--- src/hw/rtl/rws_pkg.sv ---
`default_nettype none

package rws_pkg;

   localparam int FIT_W      = 14;
   localparam int SLOT_W     = 6;
   localparam int WORD_W     = 32;
   localparam int FRAC_W     = 16;
   localparam int SUM_W      = 20;
   localparam int BITS_W     = 6;
   localparam int POPC_W     = 7;
   localparam int CSR_IDX_W  = 1;
   localparam int CSR_DATA_W = 7;

   localparam int POP_MAX_DEFAULT = 64;
   localparam int RAND_BITS       = 16;

   localparam logic [BITS_W-1:0] CHROM_MAX       = 6'd32;
   localparam logic [BITS_W-1:0] CHROM_BITS_RESET = 6'd8;
   localparam logic [POPC_W-1:0] POP_COUNT_RESET  = 7'd32;

   localparam logic [FIT_W-1:0]  FIT_SCALE    = 14'd10000;
   localparam logic [WORD_W-1:0] FIT_SCALE_X2 = 32'd20000;
   localparam logic [SUM_W-1:0]  SUM_LIMIT    = {SUM_W{1'b1}};

   localparam logic OP_LOAD   = 1'b0;
   localparam logic OP_SELECT = 1'b1;

   localparam logic [CSR_IDX_W-1:0] CSR_CHROM_BITS = 1'd0;
   localparam logic [CSR_IDX_W-1:0] CSR_POP_COUNT  = 1'd1;

   typedef struct packed {
      logic              start;
      logic [WORD_W-1:0] word;
      logic [BITS_W-1:0] bits;
   } fit_req_type;

   typedef struct packed {
      logic             done;
      logic [FIT_W-1:0] fitness;
   } fit_rsp_type;

   typedef struct packed {
      logic              start;
      logic [SUM_W-1:0]  target;
      logic [POPC_W-1:0] count;
   } scan_req_type;

   typedef struct packed {
      logic              done;
      logic [SLOT_W-1:0] slot;
   } scan_rsp_type;

endpackage

`default_nettype wire

--- src/hw/rtl/rws_fitness_ram.sv ---
`default_nettype none

module rws_fitness_ram #(
   parameter int DEPTH  = 64,
   parameter int ADDR_W = 6
) (
   input  wire logic                     clock,
   input  wire logic                     wr_en,
   input  wire logic [ADDR_W-1:0]        wr_addr,
   input  wire logic [rws_pkg::FIT_W-1:0] wr_data,
   input  wire logic                     rd_en,
   input  wire logic [ADDR_W-1:0]        rd_addr,
   output logic      [rws_pkg::FIT_W-1:0] rd_data
);
   import rws_pkg::*;

   logic [FIT_W-1:0] mem [DEPTH];
   logic [FIT_W-1:0] rd_data_ff;

   always_ff @(posedge clock) begin
      if (wr_en) begin
         mem[wr_addr] <= wr_data;
      end
      if (rd_en) begin
         rd_data_ff <= mem[rd_addr];
      end
   end

   assign rd_data = rd_data_ff;

endmodule

`default_nettype wire

--- config.mk ---
export PLATFORM = sky130hd
export DESIGN_NAME = rws_fitness_ram
export DESIGN_NICKNAME = d
export VERILOG_FILES = /design/src/hw/rtl/rws_pkg.sv /design/src/hw/rtl/rws_fitness_ram.sv
export SDC_FILE = /design/constraint.sdc
export NUM_CORES = 1
export LEC_CHECK = 0
export BUFFER_PORTS_ARGS = -buffer_cell sky130_fd_sc_hd__buf_2
export CAP_MARGIN = 5
export CORE_UTILIZATION = 44
export CTS_CLUSTER_SIZE = 10
export DETAILED_ROUTE_END_ITERATION = 8
export PLACE_DENSITY_LB_ADDON = 0.3
export RECOVER_POWER = 50
export REMOVE_ABC_BUFFERS = 1
export SETUP_SLACK_MARGIN = 0.2
export SLEW_MARGIN = 25
export SYNTH_ARGS = -nofsm -noshare
export SYNTH_HDL_FRONTEND = slang
export SYNTH_SLANG_ARGS = --single-unit
--- constraint.sdc ---
create_clock -name clock -period 2.45 [get_ports clock]
set_clock_uncertainty 0.1 [all_clocks]
set_input_delay 0.1225 -clock clock [delete_from_list [all_inputs] [get_ports clock]]
set_output_delay 0.1225 -clock clock [all_outputs]
set_load 0.005 [all_outputs]
==> impl_metrics.py <==
metrics = {
    "detailed_routing": {
        "drc_errors": 0,
        "dr.pass1.iters": 8,
        "drt_iter0_markers": 1795,
        "wl_um": 83100,
        "antenna_left": 0,
        "vias_per_cell": 5.86,
        "wl_per_cell_um": 28.6,
        "vias": 17043,
    },
    "place": {
        "io_buffers": 42,
        "dp_hpwl_um": 51900,
        "place.gp.congestion": 0.854,
    },
    "yosys": {
        "syn_inst": 1571,
        "seq_area_frac_synth_pct": 78.0,
        "syn_area_per_cell_um2": 22.3,
        "yosysWarnings": 0,
        "synth_seq_cells": 910,
        "synth_cell_type_count": 34,
        "synth_area_um2": 35000,
    },
    "pwr": {
        "p_per_area_nw_per_um2": 786,
        "power.leakage_nw": 12.9,
        "vdd_drop_max_mv": 0.611,
    },
    "clocking": {
        "post-cts-setup-buffers": 0,
        "cts.sinks": 910,
        "cts_root_buffer": "clkbuf_16",
        "cts-htree-levels": 3,
        "insertion_delay_ps": 660,
        "clockBufferDepth": 3,
        "path_clk_slew_ps": 50,
        "numCtsBuffers": 101,
        "cts_tree": "done",
    },
    "timing": {
        "rsz0062_at_grt": "false",
        "layout_min_cycle_time_ps": 2170,
        "final-hold-violation-count": 0,
        "slew_viol_final": 423,
        "setup_tns_ps": 0,
        "setup_viol": 0,
        "min_period_over_period_pct": 88.5,
        "worst_pin_slew_ps": 2230,
        "relSlewSlack_pct": -48.3,
        "max_freq_ghz": 0.461,
    },
    "critical_path": {
        "max_stage_delay_ps": 460,
        "crit_fanout": 1,
        "worst-path-buf-inv": 1,
        "path_delay_family": "multiplexers",
        "endpoint_kind": "flop",
        "worst_setup_path_start_kind": "flop",
        "cp.required_ps": 2740,
        "crit_arrival_ps": 2460,
        "slowest_stage": "mux4_2",
        "crit_chain": "mux4_2 > mux2_2 > a211oi_1 > buf_4 > o31ai_1",
        "critPathKind": "reg -> reg",
    },
    "grt": {
        "grt_pass1_wl_um": 122000,
        "antenna_found_initial": 7,
        "grt_pass1_vias": 17525,
        "gr-usage-all-layers_pct": 20.9,
        "overflow": 0,
        "grt_max_degree": 65,
    },
    "cells_and_area": {
        "final_core_util_pct": 51.5,
        "layout-drive-gt1-share_pct": 31.5,
        "regArea_um2": 27300,
        "mostFrequentLayoutCells": "edfxtp_1, mux4_2, buf_4",
        "num-fill-cells": 6146,
        "fin_nets": 1873,
        "layout_commonest_cell": "edfxtp_1",
        "multi_input_area_um2": 7170,
        "syn_to_final_growth_pct": 16.0,
    },
    "min_path": {
        "hold_path.class": "in -> reg",
    },
    "run_status": {
        "violations": "max-capacitance violations, max-slew violations",
        "run_status": "finished with violations",
    },
    "floorplanning": {
        "fp.dieW_um": 284,
        "core_um2": 78900,
        "initial_core_util_pct": 44.4,
        "die_h_um": 284,
        "row_count": 103,
        "io_pins": 43,
        "dieArea_um2": 80700,
    },
    "job": {
        "max-cap-violations": 11,
    },
}
## report_power, final
group,switching (mW),total [mW],internal [mW]
sequential,0.0521,17.3,17.3
combinational,1.03,1.76,0.731
clock,5.54,12.8,7.29
total,6.62,31.9,25.3
## metal layers
| metal | GRT usage (%) | vias up | routed length (µm) |
|---|---|---|---|
| li1 | - | 7142 | - |
| met1 | 29.2 | 9114 | 34300 |
| met2 | 33.6 | 643 | 40400 |
| met3 | 3.68 | 138 | 5870 |
| met4 | 6.87 | 6 | 2390 |
| met5 | 0 | - | 49 |
## worst register-to-register path, delay by kind of cell (launching register included)
family,cells,cell delay [ps]
buf+inv,1,190
flops,1,360
mux,2,770
compound gates,2,500
## kinds of logic (layout without fill, tap and decap cells)
kind of cell / count (synthesis) / count (layout) / share of synthesized area (%)
buf+inv: 90 / 374 / 1.53
mux: 264 / 264 / 15.6
simple gates: 181 / 181 / 2.37
flops: 910 / 910 / 78.0
other cells: 0 / 4 / 0
compound gates: 126 / 126 / 2.45
## metrics by stage
stage / hold WS (ps) / cell area, µm² / total power, mW / setup WS [ps] / instances
floorplan: 121 / 34500 / 18.3 / 486 / 1481
global placement: 517 / 38000 / 19.4 / -193 / 2782
detailed placement: 477 / 38000 / 19.4 / -153 / 2782
CTS: 35.1 / 40700 / 32.2 / 229 / 2905
global route: 89.6 / 40600 / 32.8 / 234 / 2905
finish: 75.3 / 40600 / 31.9 / 281 / 2909
## final timing paths
check	endpoint	from	depth (start not counted)	slack (ps)
setup reg to reg	rd_data[11]	mem[51][11]	5	280
setup / recovery	rd_data[11]	mem[51][11]	5	280
hold / removal	rd_data[12]	rd_addr[5]	3	80
hold reg to reg	rd_data[3]	mem[63][3]	3	830
## state kept, by name (all words and copies together), names as in the netlist
register,count
rd_data,14
mem,896
## cell usage after synthesis (all sizes together)
cell / instances / area, µm²
a311oi: 8 / 70.1
buf: 61 / 425
nor2: 84 / 315
a31oi: 8 / 50.1
o21ai: 25 / 125
mux2i: 21 / 210
a221o: 3 / 30.0
nand4b: 1 / 8.76
clkbuf: 29 / 109
nand2: 34 / 128
or2: 1 / 6.26
nand3: 5 / 25.0
a211oi: 20 / 150
nand2b: 21 / 131
a21oi: 16 / 80.1
nor2b: 19 / 119
a22o: 3 / 26.3
o211ai: 2 / 15.0
or3: 1 / 6.26
mux2: 19 / 214
a21o: 1 / 7.51
edfxtp: 910 / 27300
nand4: 5 / 31.3
or3b: 1 / 8.76
nor3: 7 / 35.0
o22ai: 13 / 81.3
o221ai: 17 / 149
nand3b: 2 / 15.0
o31ai: 10 / 75.1
mux4: 224 / 5040
## final cells by class
| class | count | area share [%] |
|---|---|---|
| flip-flops and latches | 910 | 67.3 |
| multi-input cells | 571 | 17.6 |
| clock buffers | 105 | 6.26 |
| repair buffers | 260 | 5.29 |
| well taps | 1050 | 3.23 |
| clock inverters | 9 | 0.268 |
| diodes | 4 | 0.0246 |
## what timing repair did
item | in CTS | in global routing
hold buffers | 9 | 0
endpoints found under the hold margin | 171 | 0
resized for setup | 1 | 0
setup endpoints to repair | 1 | 0
Note: power is estimated with default switching activity, not from simulation.
