==> config.mk <==
export PLATFORM = sky130hd
export DESIGN_NAME = rws_fitness_unit
export DESIGN_NICKNAME = d
export VERILOG_FILES = /design/src/hw/rtl/rws_pkg.sv /design/src/hw/rtl/rws_fitness_unit.sv
export SDC_FILE = /design/constraint.sdc
export NUM_CORES = 2
export LEC_CHECK = 0
export ABC_AREA = 1
export BUFFER_PORTS_ARGS = -buffer_cell sky130_fd_sc_hd__buf_4
export CORE_MARGIN = 3
export CORE_UTILIZATION = 25
export CTS_BUF_LIST = sky130_fd_sc_hd__clkbuf_4
export CTS_CLUSTER_DIAMETER = 60
export DETAILED_ROUTE_END_ITERATION = 12
export GPL_ROUTABILITY_DRIVEN = 1
export MAX_ROUTING_LAYER = met4
export PLACE_DENSITY = 0.41
export SYNTH_ARGS = -nofsm -noshare
export SYNTH_HDL_FRONTEND = slang
export SYNTH_SLANG_ARGS = --single-unit
export TNS_END_PERCENT = 20
==> constraint.sdc <==
create_clock -name clock -period 9.9 [get_ports clock]
set_input_delay 0.495 -clock clock [delete_from_list [all_inputs] [get_ports clock]]
set_output_delay 0.495 -clock clock [all_outputs]
set_load 0.005 [all_outputs]
==> src/hw/rtl/rws_pkg.sv <==
`default_nettype none

package rws_pkg;

   localparam int FIT_W      = 14;
   localparam int SLOT_W     = 6;
   localparam int WORD_W     = 32;
   localparam int FRAC_W     = 16;
   localparam int SUM_W      = 20;
   localparam int BITS_W     = 6;
   localparam int POPC_W     = 7;
   localparam int CSR_IDX_W  = 1;
   localparam int CSR_DATA_W = 7;

   localparam int POP_MAX_DEFAULT = 64;
   localparam int RAND_BITS       = 16;

   localparam logic [BITS_W-1:0] CHROM_MAX       = 6'd32;
   localparam logic [BITS_W-1:0] CHROM_BITS_RESET = 6'd8;
   localparam logic [POPC_W-1:0] POP_COUNT_RESET  = 7'd32;

   localparam logic [FIT_W-1:0]  FIT_SCALE    = 14'd10000;
   localparam logic [WORD_W-1:0] FIT_SCALE_X2 = 32'd20000;
   localparam logic [SUM_W-1:0]  SUM_LIMIT    = {SUM_W{1'b1}};

   localparam logic OP_LOAD   = 1'b0;
   localparam logic OP_SELECT = 1'b1;

   localparam logic [CSR_IDX_W-1:0] CSR_CHROM_BITS = 1'd0;
   localparam logic [CSR_IDX_W-1:0] CSR_POP_COUNT  = 1'd1;

   typedef struct packed {
      logic              start;
      logic [WORD_W-1:0] word;
      logic [BITS_W-1:0] bits;
   } fit_req_type;

   typedef struct packed {
      logic             done;
      logic [FIT_W-1:0] fitness;
   } fit_rsp_type;

   typedef struct packed {
      logic              start;
      logic [SUM_W-1:0]  target;
      logic [POPC_W-1:0] count;
   } scan_req_type;

   typedef struct packed {
      logic              done;
      logic [SLOT_W-1:0] slot;
   } scan_rsp_type;

endpackage

`default_nettype wire

==> src/hw/rtl/rws_fitness_unit.sv <==
`default_nettype none

module rws_fitness_unit (
   input  wire logic                 clock,
   input  wire logic                 reset,
   input  wire rws_pkg::fit_req_type fit_req,
   output rws_pkg::fit_rsp_type      fit_rsp
);
   import rws_pkg::*;

   localparam int PROD_W = 2 * WORD_W;
   localparam int REM_W  = PROD_W + 16;
   localparam int STEP_W = $clog2(FIT_W);

   typedef enum logic [2:0] {
      S_IDLE, S_MUL_X, S_MUL_M, S_MUL_LO, S_MUL_HI, S_ADD, S_DIV, S_DONE
   } fit_state_type;

   fit_state_type     state_ff, state_in;
   logic [WORD_W-1:0] x_ff, x_in, m_ff, m_in;
   logic              zero_ff, zero_in;
   logic [PROD_W-1:0] x2_ff, x2_in, m2_ff, m2_in, plo_ff, plo_in, phi_ff, phi_in;
   logic [REM_W-1:0]  rem_ff, rem_in, den_ff, den_in;
   logic [FIT_W-1:0]  quot_ff, quot_in;
   logic [STEP_W-1:0] step_ff, step_in;

   logic [BITS_W-1:0] n_eff;
   logic [WORD_W-1:0] mask;
   logic [WORD_W-1:0] mul_a, mul_b;
   logic [PROD_W-1:0] product;
   logic              trial;

   assign n_eff   = (fit_req.bits > CHROM_MAX) ? CHROM_MAX : fit_req.bits;
   assign mask    = ~({WORD_W{1'b1}} << n_eff);
   assign product = PROD_W'(mul_a) * PROD_W'(mul_b);
   assign trial   = rem_ff >= den_ff;

   always_comb begin
      case (state_ff)
         S_MUL_X: begin
            mul_a = x_ff;
            mul_b = x_ff;
         end
         S_MUL_M: begin
            mul_a = m_ff;
            mul_b = m_ff;
         end
         S_MUL_LO: begin
            mul_a = x2_ff[WORD_W-1:0];
            mul_b = FIT_SCALE_X2;
         end
         S_MUL_HI: begin
            mul_a = x2_ff[PROD_W-1:WORD_W];
            mul_b = FIT_SCALE_X2;
         end
         default: begin
            mul_a = '0;
            mul_b = '0;
         end
      endcase
   end

   always_comb begin
      state_in = state_ff;
      x_in     = x_ff;
      m_in     = m_ff;
      zero_in  = zero_ff;
      x2_in    = x2_ff;
      m2_in    = m2_ff;
      plo_in   = plo_ff;
      phi_in   = phi_ff;
      rem_in   = rem_ff;
      den_in   = den_ff;
      quot_in  = quot_ff;
      step_in  = step_ff;
      case (state_ff)
         S_IDLE: begin
            if (fit_req.start) begin
               x_in     = fit_req.word & mask;
               m_in     = mask;
               zero_in  = fit_req.bits == '0;
               state_in = S_MUL_X;
            end
         end
         S_MUL_X: begin
            x2_in    = product;
            state_in = S_MUL_M;
         end
         S_MUL_M: begin
            m2_in    = product;
            state_in = S_MUL_LO;
         end
         S_MUL_LO: begin
            plo_in   = product;
            state_in = S_MUL_HI;
         end
         S_MUL_HI: begin
            phi_in   = product;
            state_in = S_ADD;
         end
         S_ADD: begin
            // numerator 20000 x^2 + m^2 over denominator 2 m^2
            rem_in   = (REM_W'(phi_ff) << WORD_W) + REM_W'(plo_ff) + REM_W'(m2_ff);
            den_in   = REM_W'(m2_ff) << FIT_W;
            quot_in  = '0;
            step_in  = STEP_W'(FIT_W - 1);
            state_in = S_DIV;
         end
         S_DIV: begin
            if (trial) begin
               rem_in = rem_ff - den_ff;
            end
            den_in  = den_ff >> 1;
            quot_in = {quot_ff[FIT_W-2:0], trial};
            step_in = step_ff - 1'b1;
            if (step_ff == '0) begin
               state_in = S_DONE;
            end
         end
         S_DONE: begin
            state_in = S_IDLE;
         end
         default: begin
            state_in = S_IDLE;
         end
      endcase
   end

   always_ff @(posedge clock) begin
      if (reset) begin
         state_ff <= S_IDLE;
      end else begin
         state_ff <= state_in;
      end
      x_ff    <= x_in;
      m_ff    <= m_in;
      zero_ff <= zero_in;
      x2_ff   <= x2_in;
      m2_ff   <= m2_in;
      plo_ff  <= plo_in;
      phi_ff  <= phi_in;
      rem_ff  <= rem_in;
      den_ff  <= den_in;
      quot_ff <= quot_in;
      step_ff <= step_in;
   end

   assign fit_rsp.done    = state_ff == S_DONE;
   assign fit_rsp.fitness = zero_ff ? '0 : quot_ff;

   a_fitness_in_range: assert property (@(posedge clock) disable iff (reset)
      fit_rsp.done |-> fit_rsp.fitness <= FIT_SCALE)
      else $error("fitness above full scale");

endmodule

`default_nettype wire

==> flow_summary.yaml <==
run_status:
  run_status: "finished clean"
grt:
  track_usage_pct: 22.44
  first_global_vias: 59220
  grt_overflow: 0
  antenna_found_initial: 19
  grt_max_degree: 148
  grt_pass1_wl_mm: 424.6
critical_path:
  startpoint_type: "flip-flop"
  r2r_start: "state_ff[0]"
  cp_max_fo: 21
  crit_required_ps: 10680
  endpoint_kind: "flip-flop"
  critPathSlowestCell: "inv_1"
  worstSetupEndpoint: "m2_ff[25]"
  worst-r2r-cell-count: 34
  max_stage_delay_ps: 770
  crit_cells: 34
  reg2reg_slack_ps: 260
  worst_path_dominant_cell_family: "adder cells"
  timing.rr.end: "m2_ff[25]"
  cp-startpoint: "state_ff[0]"
  worstSetupPathType: "reg2reg"
  critPathArrivalTime_ps: 10420
  worst-path-buf-inv: 14
placement:
  placed_area_um2: 72020
  dp_hpwl_mm: 251.0
  numPortBuffers: 55
  gp_congestion: 0.9818
logic_synthesis:
  synthesis.nets: 9806
  async_flop_share_pct: 0
  synth_top_cell_by_area: "fa_1"
  synthesis.area_um2: 66020
  yosysMostFrequentCell: "nand2_1"
  synthFlopType: "edfxtp_1"
  postSynthCellCount: 8393
  ys_seq_area_share_pct: 21.97
  syn_area_per_cell_um2: 7.866
  yosysWarnings: 0
  yosysUniqueCellTypes: 54
  synth-edff-count: 481
  synth_common_cells: "nand2_1 (2042), inv_1 (1954), nor2_1 (1146)"
  synth.top_cell.area_share_pct: 28.20
  netlist_top_cells_area: "fa_1 (28%), edfxtp_1 (22%), nand2_1 (12%)"
  yosys_register_bits: 484
final_layout:
  area_growth_pct: 12.93
  drive_gt1_share_pct: 7.479
  final_nets: 10130
  stdcell_area_um2: 74550
cts:
  clock-sinks: 484
  clockBufferDepth: 3
  clk_pin_slew_worst_paths_ps: 70
  cts_made_buffers: 147
  htree_levels: 4
  clock_latency_ps: 1200
  ctsRootBufferMaster: "clkbuf_4"
  cts_tree: "built"
timing:
  worstMarginPinSlew_ps: 1227
  hold_ws_ps: 165.3
  slew_viol_final: 0
  fmax_mhz: 103.7
  finalSetupViolations: 0
  hold_viol: 0
  timing.final.crit_share_pct: 97.40
  rsz0062_at_grt: "no"
  fin_skew_ps: 179.0
  slew_headroom_pct: 17.90
  period_minus_slack_ps: 9642
floorplanning:
  dieArea_um2: 270300
  die_y_um: 519.9
  coreArea_um2: 262500
  placementRows: 188
  io_pins: 56
  die_x_um: 519.9
  initial_core_util_pct: 25.15
detailed_routing:
  via_per_inst: 4.525
  routed_wl_mm: 296.3
  wl_per_cell_um: 23.99
  drt_iter0_drc: 3569
  routed-via-count: 55900
  dr.pass1.iters: 8
  drc: 0
  postRouteAntennaNets: 0
min_path:
  holdCritPathClass: "in2reg"
  hold_start: "reset"
run:
  maxCapViolCount: 0
worst min path at each step:
stage / to / cells past startpoint
6_report: state_ff[2] / 3
5_1_grt: state_ff[2] / 3
4_1_cts: state_ff[2] / 3
3_5_place_dp: state_ff[1] / 2
3_3_place_gp: quot_ff[13] / 2
2_1_floorplan: state_ff[1] / 2
final cells by class:
class / count / area [um2]
inverters: 1999 / 7515
diodes: 14 / 35.03
multi-input cells: 5714 / 43150
clock buffers: 200 / 1501
fillers: 29050 / 188000
repair buffers: 373 / 3103
flip-flops and latches: 484 / 14500
clock inverters: 55 / 352.8
well taps: 3515 / 4398
metal layers:
layer,GRT usage [%],vias to the layer above,part of all wire (%)
met5,-,-,0
met4,8.544,0,4.4
met3,2.801,428,5.0
met2,36.82,1721,47
met1,28.22,27740,43
li1,-,26010,-
cells in the final DEF, fill, tap and decap left out, drive strengths merged, types with 12 or more instances in the layout:
master,Yosys,final
nand2,2045,2045
inv,1990,1996
nor2,1178,1178
fa,930,930
edfxtp,481,481
ha,442,442
buf,147,312
a21oi,283,283
nand3,256,256
o21ai,239,239
clkbuf,49,200
dlygate4sd3,0,61
clkinv,9,57
xor2,50,50
nor3,47,47
a22o,37,37
o21bai,35,35
o22ai,31,31
xnor2,21,21
nand4,21,21
diode,0,14
nor4,14,14
and2,14,14
a21boi,12,12
sequential cells by signal, indices dropped and copies added (netlist names):
register  flops
x2_ff        64
rem_ff       80
plo_ff       64
x_ff         32
den_ff       78
step_ff       4
quot_ff      14
phi_ff       48
m_ff         32
m2_ff        64
zero_ff       1
state_ff      3
metrics by stage:
step	std cells	worst slack (ps)	util (%)	setup TNS, ps
2_1_floorplan	8393	1960	-	0
3_3_place_gp	12020	-193.5	27.43	-772.2
3_5_place_dp	12020	-149.4	27.44	-595.1
4_1_cts	12340	55.81	28.38	0
5_1_grt	12350	73.80	28.40	0
6_report	12350	257.6	28.40	0
logic make-up (layout without fill, tap and decap cells):
kind of cell             Yosys count  count (layout)  synth area share (%)
AO/OA/AOI/OAI                    675             675                 6.074
XOR/XNOR                          71              71                0.9420
adder cells (fa/ha/maj)         1372            1372                 36.58
buffers and inverters           2195            2627                 12.85
flip-flops                       484             484                 21.97
multiplexers                       1               1               0.01706
other                              0              14                     0
AND/OR/NAND/NOR                 3595            3595                 21.56
timing repair:
| item | CTS | global route |
|---|---|---|
| endpoints found under the hold margin | 65 | 0 |
| hold buffers | 61 | 0 |
| endpoints found under the setup margin | 4 | 6 |
| cloned | 0 | 0 |
| resized for setup | 1 | 3 |
| setup buffers | 0 | 0 |
worst register-to-register path: cells and delay by family, from the launching register on:
family	cells	cell delay (ps)
flops	1	330
simple gates	9	1360
xor+xnor	1	560
compound gates	1	500
buf+inv	14	2430
fa+ha+maj	9	4170
Power is left out: the tool's default activity adds up to more than one toggle a clock period on the data nets, which glitch-free logic cannot reach.
