`config.mk`:
```
export PLATFORM = sky130hd
export DESIGN_NAME = rws_scan
export DESIGN_NICKNAME = d
export VERILOG_FILES = /design/src/hw/rtl/rws_pkg.sv /design/src/hw/rtl/rws_scan.sv
export SDC_FILE = /design/constraint.sdc
export NUM_CORES = 1
export LEC_CHECK = 0
export BUFFER_PORTS_ARGS = -buffer_cell sky130_fd_sc_hd__clkbuf_2
export CAP_MARGIN = 20
export CORE_MARGIN = 2
export CORE_UTILIZATION = 58
export DETAILED_ROUTE_END_ITERATION = 16
export PLACE_DENSITY = 0.91
export REMOVE_ABC_BUFFERS = 1
export SYNTH_ARGS = -nofsm -noshare
export SYNTH_HDL_FRONTEND = slang
export SYNTH_SLANG_ARGS = --single-unit
```
`constraint.sdc`:
```
create_clock -name clock -period 5.3 [get_ports clock]
set_input_delay 0 -clock clock [delete_from_list [all_inputs] [get_ports clock]]
set_output_delay 0 -clock clock [all_outputs]
set_load 0.005 [all_outputs]
```
`src/hw/rtl/rws_pkg.sv`:
```
`default_nettype none

package rws_pkg;

   localparam int FIT_W      = 14;
   localparam int SLOT_W     = 6;
   localparam int WORD_W     = 32;
   localparam int FRAC_W     = 16;
   localparam int SUM_W      = 20;
   localparam int BITS_W     = 6;
   localparam int POPC_W     = 7;
   localparam int CSR_IDX_W  = 1;
   localparam int CSR_DATA_W = 7;

   localparam int POP_MAX_DEFAULT = 64;
   localparam int RAND_BITS       = 16;

   localparam logic [BITS_W-1:0] CHROM_MAX       = 6'd32;
   localparam logic [BITS_W-1:0] CHROM_BITS_RESET = 6'd8;
   localparam logic [POPC_W-1:0] POP_COUNT_RESET  = 7'd32;

   localparam logic [FIT_W-1:0]  FIT_SCALE    = 14'd10000;
   localparam logic [WORD_W-1:0] FIT_SCALE_X2 = 32'd20000;
   localparam logic [SUM_W-1:0]  SUM_LIMIT    = {SUM_W{1'b1}};

   localparam logic OP_LOAD   = 1'b0;
   localparam logic OP_SELECT = 1'b1;

   localparam logic [CSR_IDX_W-1:0] CSR_CHROM_BITS = 1'd0;
   localparam logic [CSR_IDX_W-1:0] CSR_POP_COUNT  = 1'd1;

   typedef struct packed {
      logic              start;
      logic [WORD_W-1:0] word;
      logic [BITS_W-1:0] bits;
   } fit_req_type;

   typedef struct packed {
      logic             done;
      logic [FIT_W-1:0] fitness;
   } fit_rsp_type;

   typedef struct packed {
      logic              start;
      logic [SUM_W-1:0]  target;
      logic [POPC_W-1:0] count;
   } scan_req_type;

   typedef struct packed {
      logic              done;
      logic [SLOT_W-1:0] slot;
   } scan_rsp_type;

endpackage

`default_nettype wire

```
`src/hw/rtl/rws_scan.sv`:
```
`default_nettype none

module rws_scan #(
   parameter int ADDR_W = 6
) (
   input  wire logic                      clock,
   input  wire logic                      reset,
   input  wire rws_pkg::scan_req_type     scan_req,
   output rws_pkg::scan_rsp_type          scan_rsp,
   output logic                           rd_en,
   output logic      [ADDR_W-1:0]         rd_addr,
   input  wire logic [rws_pkg::FIT_W-1:0] rd_data
);
   import rws_pkg::*;

   localparam int CUM_W = FIT_W + POPC_W;

   logic              busy_ff, busy_in;
   logic [POPC_W-1:0] issue_ff, issue_in;
   logic              pend_ff, pend_in;
   logic [POPC_W-1:0] pend_idx_ff, pend_idx_in;
   logic [CUM_W-1:0]  cum_ff, cum_in;
   logic [SUM_W-1:0]  target_ff, target_in;
   logic [POPC_W-1:0] count_ff, count_in;
   logic              done_ff, done_in;
   logic [SLOT_W-1:0] slot_ff, slot_in;

   logic [CUM_W-1:0]  cum_sum;
   logic              hit, last;

   assign rd_en   = busy_ff && (issue_ff < count_ff);
   assign rd_addr = ADDR_W'(issue_ff);
   assign cum_sum = cum_ff + CUM_W'(rd_data);
   assign hit     = cum_sum >= CUM_W'(target_ff);
   assign last    = pend_idx_ff == (count_ff - 1'b1);

   always_comb begin
      busy_in     = busy_ff;
      issue_in    = issue_ff;
      pend_in     = 1'b0;
      pend_idx_in = pend_idx_ff;
      cum_in      = cum_ff;
      target_in   = target_ff;
      count_in    = count_ff;
      done_in     = 1'b0;
      slot_in     = slot_ff;
      if (scan_req.start) begin
         busy_in   = 1'b1;
         issue_in  = '0;
         cum_in    = '0;
         target_in = scan_req.target;
         count_in  = scan_req.count;
      end else if (busy_ff) begin
         if (rd_en) begin
            issue_in    = issue_ff + 1'b1;
            pend_in     = 1'b1;
            pend_idx_in = issue_ff;
         end
         if (pend_ff) begin
            cum_in = cum_sum;
            // first slot reaching the target, else the last one scanned
            if (hit || last) begin
               done_in = 1'b1;
               slot_in = SLOT_W'(pend_idx_ff);
               busy_in = 1'b0;
               pend_in = 1'b0;
            end
         end
      end
   end

   always_ff @(posedge clock) begin
      if (reset) begin
         busy_ff <= 1'b0;
         pend_ff <= 1'b0;
         done_ff <= 1'b0;
      end else begin
         busy_ff <= busy_in;
         pend_ff <= pend_in;
         done_ff <= done_in;
      end
      issue_ff    <= issue_in;
      pend_idx_ff <= pend_idx_in;
      cum_ff      <= cum_in;
      target_ff   <= target_in;
      count_ff    <= count_in;
      slot_ff     <= slot_in;
   end

   assign scan_rsp.done = done_ff;
   assign scan_rsp.slot = slot_ff;

endmodule

`default_nettype wire

```
==> results.md, run 1 <==
- Number of diodes added for antenna fixing: 0
- Leading cell type in the layout, fill and taps excluded: sky130_fd_sc_hd__clkbuf_2
- Kind of launch point of the worst setup path: register
- Leakage power: about 0.0022 uW
- Worst relative slew slack: 0.386
- Die height: ~90 um
- Num Clock Sinks: 71
- Starting density of the core: 0.605
- Area Overhead vs Synth: 19.9%
- Post-route non-filler standard cell count: between 500 and 600
- Drt initial violations: roughly 250
- Final critical-path share of the clock period: 0.819
- Post-route setup TNS: 0 ps
- Cell at the root of the clock tree: sky130_fd_sc_hd__clkbuf_8
- Global routing usage on met2: 0.472
- Type of the setup path with the least slack: register to register
- Yosys reg bits: 71
- Clk pwr share: 0.389
- Setup violation total in the final timing report: 0
- Iteration count of the initial detailed-routing pass: 5
- Clock tree from TritonCTS: yes
- Critical Path Sink Type: register
- YS warnings: 0
- Cell depth of the worst flop-to-flop path: 18
- Destination of the worst hold path: cum_ff[0]
- Fraction of layout cells with a size suffix above 1: 0.176
- DP Wirelength: approximately 6300 um
- Antenna violation net count after detailed routing: 0
- Hold Violations, Final: 0
- Net switching power figure: roughly 330 uW
- R2r endpoint: slot_ff[4]
- Worst setup slack for register-to-register paths: ~960 ps
- Switching portion of total power: 0.260
- Post-synth EDFFs: 40
- Max-Cap Viols: 0
- Vias in the first global route: roughly 3,400
- Post-layout util: 0.725
- Worst reg2reg startpoint: cum_ff[0]
- Horizontal extent of the die: a little under 90 um
- Worst-path clk slew: around 80 ps
- Number of buffers between clock root and the deepest sink: 2
- Die ar.: ~7900 um^2
- Clock Latency Late Sink: 360 ps
- Unique cell type count in the Yosys netlist: 57
- Maximum number of pins on one net before global-route repair: 61
- DRC violation count after routing: 0
- Max VDD drop: 222 uV
- Commonest non-fill, non-tap cells in the layout: sky130_fd_sc_hd__clkbuf_2 (57), sky130_fd_sc_hd__ha_1 (42), sky130_fd_sc_hd__edfxtp_1 (40), sky130_fd_sc_hd__nand2_1 (39), sky130_fd_sc_hd__inv_1 (37)
- Min-delay worst type: primary input to register
- Area of the core: between 6000 and 7000 um^2
- Count of standard-cell rows: 30
- H-tree depth: 3
- Min Hold Slack: roughly 60 ps
- Final Critical Period: 4340 ps
- Routed via count: between 3,000 and 4,000
- Post-detailed-routing wire length: between 9000 and 10,000 um
- Inserted Clock Buffers: 9
- Global Route met1 Usage: 0.318
- Post-synthesis async set-or-reset flop share: 0
- Number of instances in the synthesized netlist: just over 400
- Internal: ~950 uW
- Layer carrying the most global-route usage: met2
- I/O Buffers: 57
- Overall overflow remaining after global route: 0
- Antenna violations before repair: 0
- Post-layout nets: just under 600
- Number of placed cells counting well taps: 552
- Wire length of the first global-routing pass: roughly 16,000 um
- Met3 demand-to-capacity share in global routing: 0.0644
- GRT Util Overall: 0.271
- Result of the run: finished, final reports clean
- Final estimated routing congestion in global placement: 0.907
- Netlist Area Pre-Place: about 4200 um^2
- Synthesized area per cell: between 10 and 15 um^2
- Origin of the worst setup path: cum_ff[0]
- Total chip power: 1290 uW
- Cell count of the worst hold path: 4
- I/O pin cnt: 58
- Required time worst endpoint: 5390 ps
- Part of the total power dissipated in combinational logic: 0.130
- Sequential fraction of design power: 0.482
- Detail-routed net length per standard cell: between 15 and 20 um
- Routed vias/inst: between 5 and 6
- Primary FF master, synth: sky130_fd_sc_hd__edfxtp_1
- Final slew viol count: 0
- Actual slew at the worst max-slew pin: between 900 and 1000 ps
- Register area share after synthesis: 0.439
- Max Fclk: between 0.2 and 0.25 GHz
- Largest driver fanout on the critical path: 6
- Worst Path Arrival: between 4000 and 5000 ps
- Critical hold path startpoint: rd_data[0]
- Post-route clock skew: roughly 9.6 ps
- Cell area power density: 259 nW/um^2
- Unrepaired setup endpoints after global routing: false
[power by group through the flow]
stage | Sequential (uW) | Combinational [uW] | Clock, uW
6_report | 621 | 167 | 502
5_1_grt | 624 | 184 | 526
4_1_cts | 620 | 160 | 498
3_5_place_dp | 633 | 141 | 0
3_3_place_gp | 632 | 133 | 0
2_1_floorplan | 629 | 90.9 | 0
[layer usage]
metal,up-vias,share of wire,routed length (um)
met2,136,0.50,4910
met1,1654,0.41,4060
met4,0,0.034,335
met3,41,0.058,576
met5,-,0,0
li1,1643,-,-
[synthesized netlist by cell type, types with 7 or more instances]
cell type | instances | area share
sky130_fd_sc_hd__a21o_1 | 9 | 0.016
sky130_fd_sc_hd__a211oi_1 | 9 | 0.016
sky130_fd_sc_hd__dfxtp_1 | 31 | 0.15
sky130_fd_sc_hd__a21oi_1 | 36 | 0.043
sky130_fd_sc_hd__nor3_1 | 7 | 0.0084
sky130_fd_sc_hd__o21ai_0 | 9 | 0.011
sky130_fd_sc_hd__ha_1 | 42 | 0.13
sky130_fd_sc_hd__nand3_1 | 10 | 0.012
sky130_fd_sc_hd__xor2_1 | 10 | 0.021
sky130_fd_sc_hd__inv_1 | 37 | 0.033
sky130_fd_sc_hd__buf_4 | 7 | 0.013
sky130_fd_sc_hd__edfxtp_1 | 40 | 0.29
sky130_fd_sc_hd__xnor2_1 | 21 | 0.044
sky130_fd_sc_hd__nor2_1 | 23 | 0.021
sky130_fd_sc_hd__nand2_1 | 39 | 0.035
[state kept, by name, summed over array words and instances, names as in the netlist]
signal / flops
busy_ff: 1
count_ff: 7
cum_ff: 21
done_ff: 1
issue_ff: 7
pend_ff: 1
pend_idx_ff: 7
slot_ff: 6
target_ff: 20
[how the worst max path moves through the flow]
stage                  to  slack, ps  cells after the start
2_1_floorplan  slot_ff[0]       1550                     18
3_3_place_gp   slot_ff[3]       1370                     18
3_5_place_dp   slot_ff[3]       1120                     18
4_1_cts        slot_ff[4]        970                     18
5_1_grt        slot_ff[4]        730                     18
6_report       slot_ff[4]        960                     18
[layout make-up]
| class | count | area (um^2) |
|---|---|---|
| clock buffers | 9 | 124 |
| clock inverters | 7 | 103 |
| fillers | 457 | 1890 |
| inverters | 37 | 139 |
| multi-input cells | 290 | 2090 |
| flip-flops and latches | 71 | 1820 |
| well taps | 96 | 120 |
| repair buffers | 87 | 581 |
[what timing repair did]
action	CTS	global route
gates resized for setup	0	0
hold buffers	28	0
hold endpoints to repair	29	0
setup buffers	0	0
[metrics by stage]
step / setup slack (ps) / area [um^2]
after CTS: 968 / 4970
after floorplan: 1550 / 4050
after detailed placement: 1120 / 4470
after global placement: 1370 / 4470
final: 960 / 4980
after global routing: 734 / 4980
[worst max-delay path, cell delays in order, from the launching register on]
cell and delay [ps]:
sky130_fd_sc_hd__dfxtp_1 340, sky130_fd_sc_hd__ha_1 180, sky130_fd_sc_hd__inv_1 60, sky130_fd_sc_hd__fa_1 410, sky130_fd_sc_hd__and2b_1 270, sky130_fd_sc_hd__o21bai_4 80, sky130_fd_sc_hd__a21oi_2 200, sky130_fd_sc_hd__o2111ai_2 200
sky130_fd_sc_hd__and2_4 250, sky130_fd_sc_hd__nor2_1 130, sky130_fd_sc_hd__xor2_1 160, sky130_fd_sc_hd__ha_1 270, sky130_fd_sc_hd__o21a_1 110, sky130_fd_sc_hd__o21ai_0 270, sky130_fd_sc_hd__a21oi_1 90, sky130_fd_sc_hd__a211oi_1 270
sky130_fd_sc_hd__o311ai_1 150, sky130_fd_sc_hd__a211o_1 340, sky130_fd_sc_hd__and3_1 300
[cell families after synthesis]
kind of cell | share of synthesized area
and+or+nand+nor | 0.143
AOI/OAI and AO/OA | 0.157
DFF | 0.439
buffers and inverters | 0.0575
adders and majority gates | 0.131
xor gates and xnor gates | 0.0654
muxes | 0.00753
No activity file was read; power rests on OpenSTA's default activity.
==> run 2, diff against run 1 <==
--- a/config.mk
+++ b/config.mk
@@ -5,6 +5,7 @@
 export SDC_FILE = /design/constraint.sdc
 export NUM_CORES = 1
 export LEC_CHECK = 0
+export ABC_AREA = 1
 export BUFFER_PORTS_ARGS = -buffer_cell sky130_fd_sc_hd__clkbuf_2
 export CAP_MARGIN = 20
 export CORE_MARGIN = 2
==> constraint.sdc (replaced) <==
create_clock -name clock -period 4.4 [get_ports clock]
set_input_delay 0 -clock clock [delete_from_list [all_inputs] [get_ports clock]]
set_output_delay 0 -clock clock [all_outputs]
set_load 0.005 [all_outputs]
==> run 2 against run 1 <==
Effect of this change:
- first-iteration DRC count down 28%
- critical path type unchanged
- design area up 1.1%
- fmax up 15%
- power up 18%
- wire length down 3.9%
- clock skew about the same
- critical path depth up 7
- die area up 1.7%
- hold slack better by 2.4 ps
- combinational power up 59%
==> results.md, run 2 <==
- Clock tree from TritonCTS: yes
- Antenna violations before repair: 0
- Worst relative slew slack: 0.583
- Max Fclk: roughly 0.26 GHz
- Post-layout nets: slightly below 700
- Yosys reg bits: 71
- CP top delay family: simple AND/OR/NAND/NOR gates
- Crit-path slowest cell: sky130_fd_sc_hd__fa_1
- Vias in the first global route: between 3,000 and 4,000
- Drt initial violations: 176
- Final estimated routing congestion in global placement: between 0.9 and 1
- Num Clock Sinks: slightly above 70
- Unique cell type count in the Yosys netlist: 32
- Number of post-CTS setup repair buffers: 0
- Count of standard-cell rows: 31
- Leakage power: about 0.0026 uW
- Post-layout instance area: 5040 um^2
- Max VDD drop: ~190 uV
- I/O Buffers: 57
- Number of buffers between clock root and the deepest sink: 2
- Max-Cap Viols: 0
- Min-delay worst type: primary input to register
- Post-synthesis async set-or-reset flop share: 0
- Number of diodes added for antenna fixing: 0
- Result of the run: finished, final reports clean
- Horizontal extent of the die: ~89 um
- Cell area after placement: approximately 4600 um^2
- Commonest non-fill, non-tap cells in the layout: sky130_fd_sc_hd__nand2_1 (100), sky130_fd_sc_hd__inv_1 (91), sky130_fd_sc_hd__clkbuf_2 (57), sky130_fd_sc_hd__nor2_1 (55), sky130_fd_sc_hd__ha_1 (42)
- Number of instances in the synthesized netlist: a little over 500
- Area share of the largest cell type after synthesis: 0.284
- Netlist Area Pre-Place: approximately 4200 um^2
- Wire length of the first global-routing pass: 15,500 um
- GRT Util Overall: 0.256
- Min Hold Slack: between 60 and 70 ps
- Register area share after synthesis: 0.431
- Hold Violations, Final: 0
- Top cells by count, synth: sky130_fd_sc_hd__nand2_1 (100), sky130_fd_sc_hd__inv_1 (91), sky130_fd_sc_hd__nor2_1 (55)
- Unrepaired setup endpoints after global routing: false
- Fraction of layout cells with a size suffix above 1: 0.144
- Type of the setup path with the least slack: register to register
- Setup violation total in the final timing report: 0
- Required time worst endpoint: ~4400 ps
- Largest driver fanout on the critical path: 6
- Worst Path Arrival: between 3000 and 4000 ps
- Dominant cell by count in the synthesized netlist: sky130_fd_sc_hd__nand2_1
- CTS-repair resized insts: 0
- Antenna violation net count after detailed routing: 0
- Actual slew at the worst max-slew pin: approximately 620 ps
- Worst-path clk slew: around 70 ps
- Cell at the root of the clock tree: sky130_fd_sc_hd__clkbuf_8
- Post-route clock skew: 9.81 ps
- Area leader, netlist: sky130_fd_sc_hd__edfxtp_1
- Register with the highest flop count: cum_ff
- Clock Latency Late Sink: about 350 ps
- Overall overflow remaining after global route: 0
- Final critical-path share of the clock period: 0.861
- Post-detailed-routing wire length: roughly 9500 um
- Area Overhead vs Synth: 19.1%
- Post-route setup TNS: 0 ps
- Critical path buffers and inverters: 4
- Cell area power density: 303 nW/um^2
- Hold buffer count at cts: 28
- Inserted Clock Buffers: 9
- Largest registers ranked by flip-flop count: cum_ff (21), target_ff (20)
- H-tree depth: 3
- Final Critical Period: between 3000 and 4000 ps
- Detail-routed net length per standard cell: ~13 um
- Cell type with the highest occurrence count on the critical path: sky130_fd_sc_hd__nand2_1
- Max incr delay on CP: ~430 ps
- I/O pin cnt: between 50 and 60
- Post-route non-filler standard cell count: roughly 700
- Routed vias/inst: about 5.2
- Primary FF master, synth: sky130_fd_sc_hd__edfxtp_1
- Leading cell type in the layout, fill and taps excluded: sky130_fd_sc_hd__nand2_1
- Starting density of the core: 0.592
- Iteration count of the initial detailed-routing pass: 7
- Maximum number of pins on one net before global-route repair: 49
- Main area contributors after synthesis: sky130_fd_sc_hd__edfxtp_1 (28%), sky130_fd_sc_hd__dfxtp_1 (15%), sky130_fd_sc_hd__ha_1 (12%), sky130_fd_sc_hd__nand2_1 (8.9%), sky130_fd_sc_hd__inv_1 (8.1%)
- Routed via count: 3,695
- Synthesized area per cell: 8.19 um^2
- YS warnings: 0
- Number of placed cells counting well taps: approximately 660
- Critical Path Sink Type: register
- Area of the core: between 7000 and 8000 um^2
- DP Wirelength: around 6600 um
- Kind of launch point of the worst setup path: register
- DRC violation count after routing: 0
- Die height: about 89 um
- Final slew viol count: 0
- Flip-flop count of the largest register, all copies and words added: 21
- Post-synth EDFFs: 40
- Die ar.: roughly 8000 um^2
-- run 2: cell count changes after synthesis, moves of 4 or more --
cell                       before  now
sky130_fd_sc_hd__xnor2_1       21   10
sky130_fd_sc_hd__and2_1         4    0
sky130_fd_sc_hd__o21ai_0        9   25
sky130_fd_sc_hd__and3_1         6    0
sky130_fd_sc_hd__inv_1         37   91
sky130_fd_sc_hd__nor2_1        23   55
sky130_fd_sc_hd__nand2_1       39  100
sky130_fd_sc_hd__nand2_2        0    5
sky130_fd_sc_hd__nand3_1       10   23
sky130_fd_sc_hd__a21o_1         9    4
sky130_fd_sc_hd__a211oi_1       9    0
-- run 2: metal layers --
| metal | up-vias | part of all wire | track usage |
|---|---|---|---|
| met3 | 37 | 0.063 | 0.0776 |
| met1 | 1687 | 0.41 | 0.300 |
| met2 | 143 | 0.50 | 0.436 |
| met4 | 0 | 0.035 | 0.109 |
| met5 | - | 0 | 0 |
| li1 | 1828 | - | - |
-- run 2: where the power goes --
part	internal (uW)	total [uW]	switching [uW]
Clock	262	503	242
Combinational	111	265	154
Sequential	737	758	21.4
-- run 2: worst paths after layout --
path | slack, ps | start | endpoint | depth (start not counted)
worst min register to register | 460 | pend_idx_ff[3] | slot_ff[3] | 0
worst max-delay path | 610 | cum_ff[0] | slot_ff[1] | 25
worst min-delay path | 60 | rd_data[0] | cum_ff[0] | 4
worst max register to register | 610 | cum_ff[0] | slot_ff[1] | 25
-- run 2: cells by family (layout without fill, tap and decap cells) --
family / Yosys count / count (layout) / share of synthesized area
xor gates and xnor gates: 20 / 20 / 0.0414
and+or+nand+nor: 201 / 201 / 0.202
adders and majority gates: 43 / 43 / 0.129
DFF: 71 / 71 / 0.431
buffers and inverters: 106 / 196 / 0.102
AOI/OAI and AO/OA: 75 / 75 / 0.0950
-- run 2: metrics by stage --
stage / utilization / setup WS, ps / power, uW
after floorplan: - / 1130 / 927
after global placement: 0.641 / 920 / 995
after detailed placement: 0.641 / 717 / 1010
after CTS: 0.706 / 635 / 1520
after global routing: 0.706 / 228 / 1600
final: 0.706 / 612 / 1530
-- run 2: cell type report --
| type | count | area [um^2] |
|---|---|---|
| Clock buffer | 12 | 135 |
| Fill cell | 526 | 2100 |
| Clock inverter | 4 | 48.8 |
| Timing Repair Buffer | 87 | 581 |
| Multi-Input combinational cell | 339 | 1980 |
| Tap cell | 99 | 124 |
| Inverter | 93 | 349 |
| Sequential cell | 71 | 1820 |
-- run 2: worst min-delay path: cells and delay by family --
family                     cells  cell delay, ps
buffers and inverters          2             140
AOI/OAI and AO/OA              1             110
adders and majority gates      1             130
